$ cat src/tws_pkg.sv
// shared types and constants of the timed weighted random selector
`timescale 1ns / 1ps

package tws_pkg;

    localparam int CLASS_W         = 5;
    localparam int WEIGHT_W        = 16;
    localparam int PERIOD_W        = 16;
    localparam int RAND_W          = 32;
    localparam int KIND_W          = 2;
    localparam int INDEX_W         = 5;
    localparam int NUM_CLASSES_DEF = 19;

    localparam logic [WEIGHT_W-1:0] WEIGHT_UNIT  = 16'd1000;
    localparam logic [PERIOD_W-1:0] PERIOD_RESET = 16'd500;

    typedef enum logic [KIND_W-1:0] {
        KIND_TICK  = 2'd0,
        KIND_SET   = 2'd1,
        KIND_CLEAR = 2'd2
    } kind_t;

    typedef enum logic [1:0] {
        ST_IDLE,
        ST_SUM,
        ST_DIV,
        ST_PICK
    } state_t;

    typedef struct packed {
        logic accept;
        logic sum_step;
        logic div_step;
        logic pick_step;
        logic emit_idle;
        logic emit_pick;
    } ctrl_cmd_t;

    typedef struct packed {
        logic expire_now;
        logic idx_last;
        logic sum_zero;
        logic div_last;
        logic pick_hit;
    } ctrl_sts_t;

endpackage

$ cat src/timed_weighted_random_selector.sv
// top level of the timed weighted random selector
`timescale 1ns / 1ps

// One result beat per accepted item, on done for a single cycle; the receiver
// cannot stall it. Set, clear, unused kinds and ticks that do not end a period
// are finished at the accepting edge: their result is registered, shows in the
// next cycle, and busy stays low, so such items may come every cycle. A tick
// that ends the period runs a sequence: a sum walk over the weight table, a
// restoring modulo of the 32-bit random word by the sum (one bit per step) and
// a pick walk that stops at the hit or at the last class; busy is high
// meanwhile. When all weights are zero the modulo and the pick walk are
// skipped and class 0 is given. The table walks read one weight per cycle.
// tick_period may be written only while busy is low and no beat is pending.
module timed_weighted_random_selector #(
    parameter int NUM_CLASSES = tws_pkg::NUM_CLASSES_DEF
) (
    input  logic                          clk,
    input  logic                          rst_n,
    input  logic                          start,
    output logic                          busy,
    input  logic [tws_pkg::KIND_W-1:0]    kind,
    input  logic [tws_pkg::INDEX_W-1:0]   weight_index,
    input  logic [tws_pkg::WEIGHT_W-1:0]  weight_value,
    input  logic [tws_pkg::RAND_W-1:0]    random_word,
    input  logic                          cfg_we,
    input  logic [tws_pkg::PERIOD_W-1:0]  cfg_wdata,
    output logic                          done,
    output logic                          expired,
    output logic [tws_pkg::CLASS_W-1:0]   chosen_class,
    output logic                          class_changed
);

    tws_pkg::ctrl_cmd_t cmd;
    tws_pkg::ctrl_sts_t sts;

    tws_ctrl u_ctrl (
        .clk   (clk),
        .rst_n (rst_n),
        .start (start),
        .sts   (sts),
        .cmd   (cmd),
        .busy  (busy)
    );

    tws_datapath #(
        .NUM_CLASSES (NUM_CLASSES)
    ) u_datapath (
        .clk           (clk),
        .rst_n         (rst_n),
        .cmd           (cmd),
        .sts           (sts),
        .kind          (kind),
        .weight_index  (weight_index),
        .weight_value  (weight_value),
        .random_word   (random_word),
        .cfg_we        (cfg_we),
        .cfg_wdata     (cfg_wdata),
        .done          (done),
        .expired       (expired),
        .chosen_class  (chosen_class),
        .class_changed (class_changed)
    );

endmodule

$ cat src/tws_ctrl.sv
// sequencer for sum walk, modulo reduction and pick walk
`timescale 1ns / 1ps

module tws_ctrl (
    input  logic               clk,
    input  logic               rst_n,
    input  logic               start,
    input  tws_pkg::ctrl_sts_t sts,
    output tws_pkg::ctrl_cmd_t cmd,
    output logic               busy
);

    tws_pkg::state_t state_reg;
    tws_pkg::state_t state_next;

    always_ff @(posedge clk or negedge rst_n)
    begin
        if (!rst_n)
        begin
            state_reg <= tws_pkg::ST_IDLE;
        end
        else
        begin
            state_reg <= state_next;
        end
    end

    always_comb
    begin
        state_next = state_reg;
        case (state_reg)
            tws_pkg::ST_IDLE:
            begin
                if (start && sts.expire_now)
                begin
                    state_next = tws_pkg::ST_SUM;
                end
            end
            tws_pkg::ST_SUM:
            begin
                if (sts.idx_last)
                begin
                    state_next = sts.sum_zero ? tws_pkg::ST_IDLE : tws_pkg::ST_DIV;
                end
            end
            tws_pkg::ST_DIV:
            begin
                if (sts.div_last)
                begin
                    state_next = tws_pkg::ST_PICK;
                end
            end
            tws_pkg::ST_PICK:
            begin
                if (sts.pick_hit || sts.idx_last)
                begin
                    state_next = tws_pkg::ST_IDLE;
                end
            end
            default:
            begin
                state_next = tws_pkg::ST_IDLE;
            end
        endcase
    end

    always_comb
    begin
        cmd  = '0;
        busy = 1'b1;
        case (state_reg)
            tws_pkg::ST_IDLE:
            begin
                busy           = 1'b0;
                cmd.accept     = start;
                cmd.emit_idle  = start && !sts.expire_now;
            end
            tws_pkg::ST_SUM:
            begin
                cmd.sum_step  = 1'b1;
                // empty table: class 0 without dividing
                cmd.emit_pick = sts.idx_last && sts.sum_zero;
            end
            tws_pkg::ST_DIV:
            begin
                cmd.div_step = 1'b1;
            end
            tws_pkg::ST_PICK:
            begin
                cmd.pick_step = 1'b1;
                cmd.emit_pick = sts.pick_hit || sts.idx_last;
            end
            default:
            begin
                busy = 1'b1;
            end
        endcase
    end

endmodule

$ cat src/tws_datapath.sv
// weight table, tick timer, weight sum, modulo unit and pick walk
`timescale 1ns / 1ps

module tws_datapath #(
    parameter int NUM_CLASSES = tws_pkg::NUM_CLASSES_DEF
) (
    input  logic                          clk,
    input  logic                          rst_n,
    input  tws_pkg::ctrl_cmd_t            cmd,
    output tws_pkg::ctrl_sts_t            sts,
    input  logic [tws_pkg::KIND_W-1:0]    kind,
    input  logic [tws_pkg::INDEX_W-1:0]   weight_index,
    input  logic [tws_pkg::WEIGHT_W-1:0]  weight_value,
    input  logic [tws_pkg::RAND_W-1:0]    random_word,
    input  logic                          cfg_we,
    input  logic [tws_pkg::PERIOD_W-1:0]  cfg_wdata,
    output logic                          done,
    output logic                          expired,
    output logic [tws_pkg::CLASS_W-1:0]   chosen_class,
    output logic                          class_changed
);

    localparam int IDX_W = (NUM_CLASSES > 1) ? $clog2(NUM_CLASSES) : 1;
    localparam int SUM_W = tws_pkg::WEIGHT_W + IDX_W;
    localparam int CNT_W = $clog2(tws_pkg::RAND_W);
    localparam logic [IDX_W-1:0] IDX_LAST = IDX_W'(NUM_CLASSES - 1);
    localparam logic [CNT_W-1:0] CNT_LAST = CNT_W'(tws_pkg::RAND_W - 1);
    localparam logic [tws_pkg::INDEX_W:0] NUM_CLS = (tws_pkg::INDEX_W + 1)'(NUM_CLASSES);

    logic [tws_pkg::WEIGHT_W-1:0] weight_reg [NUM_CLASSES];
    logic [tws_pkg::PERIOD_W-1:0] period_reg;
    logic [tws_pkg::PERIOD_W-1:0] count_reg;
    logic [tws_pkg::CLASS_W-1:0]  current_reg;
    logic [IDX_W-1:0]             idx_reg;
    logic [SUM_W-1:0]             sum_reg;
    logic [SUM_W-1:0]             rem_reg;
    logic [tws_pkg::RAND_W-1:0]   dvd_reg;
    logic [CNT_W-1:0]             cnt_reg;
    logic [SUM_W-1:0]             acc_reg;
    logic                         done_reg;
    logic                         expired_reg;
    logic [tws_pkg::CLASS_W-1:0]  chosen_reg;
    logic                         changed_reg;

    logic [tws_pkg::WEIGHT_W-1:0] w_cur;
    logic [tws_pkg::PERIOD_W:0]   count_inc;
    logic [SUM_W-1:0]             sum_next;
    logic [SUM_W:0]               trial;
    logic                         trial_ge;
    logic [SUM_W:0]               trial_sub;
    logic [SUM_W-1:0]             acc_next;
    logic                         hit;
    logic [tws_pkg::CLASS_W-1:0]  pick_cls;
    logic                         set_ok;

    assign w_cur     = weight_reg[idx_reg];
    assign count_inc = {1'b0, count_reg} + {{tws_pkg::PERIOD_W{1'b0}}, 1'b1};
    assign sum_next  = sum_reg + SUM_W'(w_cur);
    // restoring step: shift one dividend bit into the remainder
    assign trial     = {rem_reg, dvd_reg[tws_pkg::RAND_W-1]};
    assign trial_ge  = trial >= {1'b0, sum_reg};
    assign trial_sub = trial - {1'b0, sum_reg};
    assign acc_next  = acc_reg + SUM_W'(w_cur);
    assign hit       = (w_cur != '0) && (rem_reg <= acc_next);
    assign pick_cls  = (cmd.pick_step && hit) ? tws_pkg::CLASS_W'(idx_reg) : '0;
    assign set_ok    = {1'b0, weight_index} < NUM_CLS;

    always_comb
    begin
        sts.expire_now = (tws_pkg::kind_t'(kind) == tws_pkg::KIND_TICK)
                         && (count_inc >= {1'b0, period_reg});
        sts.idx_last   = idx_reg == IDX_LAST;
        sts.sum_zero   = sum_next == '0;
        sts.div_last   = cnt_reg == CNT_LAST;
        sts.pick_hit   = hit;
    end

    always_ff @(posedge clk or negedge rst_n)
    begin
        if (!rst_n)
        begin
            for (int i = 0; i < NUM_CLASSES; i++)
            begin
                weight_reg[i] <= (i == 0) ? tws_pkg::WEIGHT_UNIT : '0;
            end
            period_reg  <= tws_pkg::PERIOD_RESET;
            count_reg   <= '0;
            current_reg <= '0;
            idx_reg     <= '0;
            sum_reg     <= '0;
            rem_reg     <= '0;
            dvd_reg     <= '0;
            cnt_reg     <= '0;
            acc_reg     <= '0;
            done_reg    <= 1'b0;
            expired_reg <= 1'b0;
            chosen_reg  <= '0;
            changed_reg <= 1'b0;
        end
        else
        begin
            if (cfg_we)
            begin
                period_reg <= cfg_wdata;
            end

            if (cmd.accept)
            begin
                idx_reg <= '0;
                sum_reg <= '0;
                acc_reg <= '0;
                rem_reg <= '0;
                cnt_reg <= '0;
                dvd_reg <= random_word;
                case (tws_pkg::kind_t'(kind))
                    tws_pkg::KIND_TICK:
                    begin
                        count_reg <= sts.expire_now ? '0 : count_inc[tws_pkg::PERIOD_W-1:0];
                    end
                    tws_pkg::KIND_SET:
                    begin
                        if (set_ok)
                        begin
                            weight_reg[weight_index[IDX_W-1:0]] <= weight_value;
                        end
                    end
                    tws_pkg::KIND_CLEAR:
                    begin
                        for (int i = 0; i < NUM_CLASSES; i++)
                        begin
                            weight_reg[i] <= '0;
                        end
                    end
                    default:
                    begin
                        count_reg <= count_reg;
                    end
                endcase
            end

            if (cmd.sum_step || cmd.pick_step)
            begin
                idx_reg <= (idx_reg == IDX_LAST) ? '0 : idx_reg + IDX_W'(1);
            end
            if (cmd.sum_step)
            begin
                sum_reg <= sum_next;
            end
            if (cmd.pick_step)
            begin
                acc_reg <= acc_next;
            end
            if (cmd.div_step)
            begin
                rem_reg <= trial_ge ? trial_sub[SUM_W-1:0] : trial[SUM_W-1:0];
                dvd_reg <= {dvd_reg[tws_pkg::RAND_W-2:0], 1'b0};
                cnt_reg <= cnt_reg + CNT_W'(1);
            end

            done_reg <= cmd.emit_idle || cmd.emit_pick;
            if (cmd.emit_idle)
            begin
                expired_reg <= 1'b0;
                chosen_reg  <= current_reg;
                changed_reg <= 1'b0;
            end
            else if (cmd.emit_pick)
            begin
                expired_reg <= 1'b1;
                chosen_reg  <= pick_cls;
                changed_reg <= pick_cls != current_reg;
                current_reg <= pick_cls;
            end
        end
    end

    assign done          = done_reg;
    assign expired       = expired_reg;
    assign chosen_class  = chosen_reg;
    assign class_changed = changed_reg;

endmodule

$ cat config.mk
export PLATFORM = sky130hd
export DESIGN_NAME = timed_weighted_random_selector
export DESIGN_NICKNAME = d
export VERILOG_FILES = /design/src/tws_pkg.sv /design/src/timed_weighted_random_selector.sv /design/src/tws_ctrl.sv /design/src/tws_datapath.sv
export SDC_FILE = /design/constraint.sdc
export NUM_CORES = 1
export LEC_CHECK = 0
export ABC_CLOCK_PERIOD_IN_PS = 7800
export BUFFER_PORTS_ARGS = -buffer_cell sky130_fd_sc_hd__buf_2
export CAP_MARGIN = 20
export CORE_MARGIN = 3
export CORE_UTILIZATION = 45
export CTS_CLUSTER_SIZE = 20
export DETAILED_ROUTE_END_ITERATION = 16
export SLEW_MARGIN = 30
export SYNTH_ARGS = -nofsm -noshare
export SYNTH_HDL_FRONTEND = slang
export SYNTH_SLANG_ARGS = --single-unit
$ cat constraint.sdc
create_clock -name clk -period 7.8 [get_ports clk]
set_clock_uncertainty 0.15 [all_clocks]
set_input_delay 0.78 -clock clk [delete_from_list [all_inputs] [get_ports clk]]
set_output_delay 0.78 -clock clk [all_outputs]
set_load 0.02 [all_outputs]
==> flow_metrics.tcl <==
set metrics [dict create \
    dieWidth_um 237 \
    wl_um 71400 \
    ctsResizeCount 0 \
    wl_per_cell_um 21.8 \
    initialDrtViolationCount 1429 \
    yosysWarnings 0 \
    slew_violations 0 \
    critical_path_arrival_ps 7430 \
    synth.distinct_cells 78 \
    port_buffers 83 \
    fin_ws_ps 698 \
    cts.clk_slew.worst_paths_ps 60 \
    numCtsBuffers 50 \
    p_leak_nw 11.9 \
    placed_cells_incl_taps 3182 \
    nets 2721 \
    drt-pass1-iter-count 5 \
    drive_gt1_share_pct 11.5 \
    dieHeight_um 237 \
    async_flop_share_pct 100 \
    largest_reg_flops 304 \
    hold_viol 0 \
    core_um2 52700 \
    ys_seq_area_share_pct 47.5 \
    clock-root-buffer "clkbuf_16" \
    final_common_cell "nand2_1" \
    antenna_found_initial 1 \
    min_path_type "input port to flop" \
    fin_tns_setup_ps 0 \
    status "completed" \
    cap_violations 0 \
    clk_path_buf_depth 3 \
    critPathKind "flop to flop" \
    drc 0 \
    cts_tree "yes" \
    syn_area_um2 24000 \
    crit_top_cell "o21ai_0" \
    vias 19500 \
    htreeDepth 2 \
    pin_count 84 \
    final_cell_mix "526 x nand2_1, 461 x o21ai_0, 441 x dfrtp_1, 95 x ha_1, 82 x buf_2" \
    post-place-ws_ps 844 \
    synth_cells 2532 \
    synth_edf_count 0 \
    end_kind "flop" \
    antenna_left 0 \
    cp_data_required_time_ps 8120 \
    grt_use_total_pct 25.4 \
    rsz0062_at_grt "no" \
    synthesis.nets 2705 \
    dieArea_um2 56200 \
    grt_pass1_wl_um 114000 \
    power_density_nw_per_um2 201 \
    grt_pass1_vias 19700 \
    std_cell_rows 84 \
    gp_congestion 0.898 \
    slowest_delay_ps 680 \
    fin_crit_sh_pct 91.1 \
    min_period_ps 7100 \
    slew_headroom_pct 32.6 \
    clkLatencyLatePin_ps 630 \
    dp_hpwl_um 47600 \
    cpMaxStageDelayCell "dfrtp_4" \
    area_delta_synth_final_pct 11.6 \
    start_kind "flop" \
    setup_violations 0 \
    cp_max_fo 26 \
    ys_ff_latch 456 \
    fmax_mhz 141 \
    clock-sinks 456 \
    vias_per_cell 5.96 \
    synthFlopType "dfrtp_1" \
    start_util_pct 45.6 \
    vdd_drop_max_mv 0.170 \
    grt_max_degree 110 \
    worst_pin_slew_ps 1000 \
    avgSynthCellArea_um2 9.49 \
    fin_cells 3279 \
    grt_overflow_total 0 \
]
[through the flow]
step / total power, W / hold WS, ps / utilization [%] / instance area, µm²
6_report: 0.00539 / 230 / 50.9 / 26800
5_1_grt: 0.00557 / 223 / 50.9 / 26800
4_1_cts: 0.00544 / 105 / 50.8 / 26800
3_5_place_dp: 0.00281 / 313 / 47.3 / 24900
3_3_place_gp: 0.00280 / 305 / 47.3 / 24900
2_1_floorplan: 0.00265 / 292 / - / 24000
[kinds of logic after synthesis]
kind of cell / Yosys count / synth area share, %
AO/OA/AOI/OAI: 746 / 18.0
XOR/XNOR: 66 / 2.41
adder cells (fa/ha/maj): 98 / 5.20
buffers and inverters: 218 / 3.82
flip-flops: 456 / 47.5
multiplexers: 139 / 8.59
AND/OR/NAND/NOR: 809 / 14.4
[synthesized netlist by cell type, drive strengths merged, types with 12 or more instances]
master  count  share of area (%)
dfstp      12                1.3
a21o       33                1.0
inv        67                1.0
o31ai      16               0.50
xnor2      38                1.4
dfrtp     444                 46
nand2     529                8.3
buf        33               0.93
nor2b      12               0.31
nand4      19               0.49
a22oi      50                1.6
ha         95                4.9
nor2       80                1.2
mux4       52                4.9
nor3       19               0.42
nand2b     15               0.39
clkbuf    117                1.8
nand3      78                1.6
a21oi      77                1.6
mux2i      80                3.3
o21ai     470                9.8
xor2       28                1.0
[worst paths after layout]
path	start	to	slack, ps	depth (start not counted)
min in group asynchronous	rst_n	u_datapath.period_reg[0]	460	2
worst max register to register	u_datapath.idx_reg[0]	u_datapath.class_changed	700	28
max in group asynchronous	rst_n	u_datapath.idx_reg[0]	5510	4
worst max-delay path	u_datapath.idx_reg[0]	u_datapath.class_changed	700	28
worst min-delay path	cfg_wdata[12]	u_datapath.period_reg[12]	230	3
worst min register to register	u_datapath.dvd_reg[3]	u_datapath.dvd_reg[3]	320	2
[repair_timing]
item,CTS,global route
hold buffers,0,1
hold endpoints to repair,0,21
buffers inserted,0,0
[worst max-delay path, delay by kind of cell (launching register included)]
kind | cells | cell delay, ps
mux | 1 | 550
compound gates | 15 | 3290
fa+ha+maj | 3 | 720
simple gates | 6 | 1120
xor+xnor | 2 | 360
flops | 1 | 680
buf+inv | 1 | 70
[layout make-up]
cell class	instances	area (µm²)
sequential	456	11400
timing repair buffer	114	704
antenna	1	2.50
multi-input combinational	1858	11700
tap	688	861
fill	4835	25800
clock inverter	24	373
clock buffer	70	1460
inverter	68	255
[metal layers]
metal  GRT usage (%)  part of all wire (%)
met4            7.70                   2.9
met3            3.47                   5.4
met2            42.5                    48
met5               0                     0
met1            34.6                    44
[power by group]
group | switching (W) | total [W] | internal (W) | leakage [nW]
Sequential | 0.0000281 | 0.00245 | 0.00242 | 6.23
Combinational | 0.000225 | 0.000316 | 0.0000905 | 4.80
Clock | 0.00104 | 0.00262 | 0.00158 | 0.900
Total | 0.00130 | 0.00539 | 0.00409 | 11.9
No activity file was read; power rests on OpenSTA's default activity.
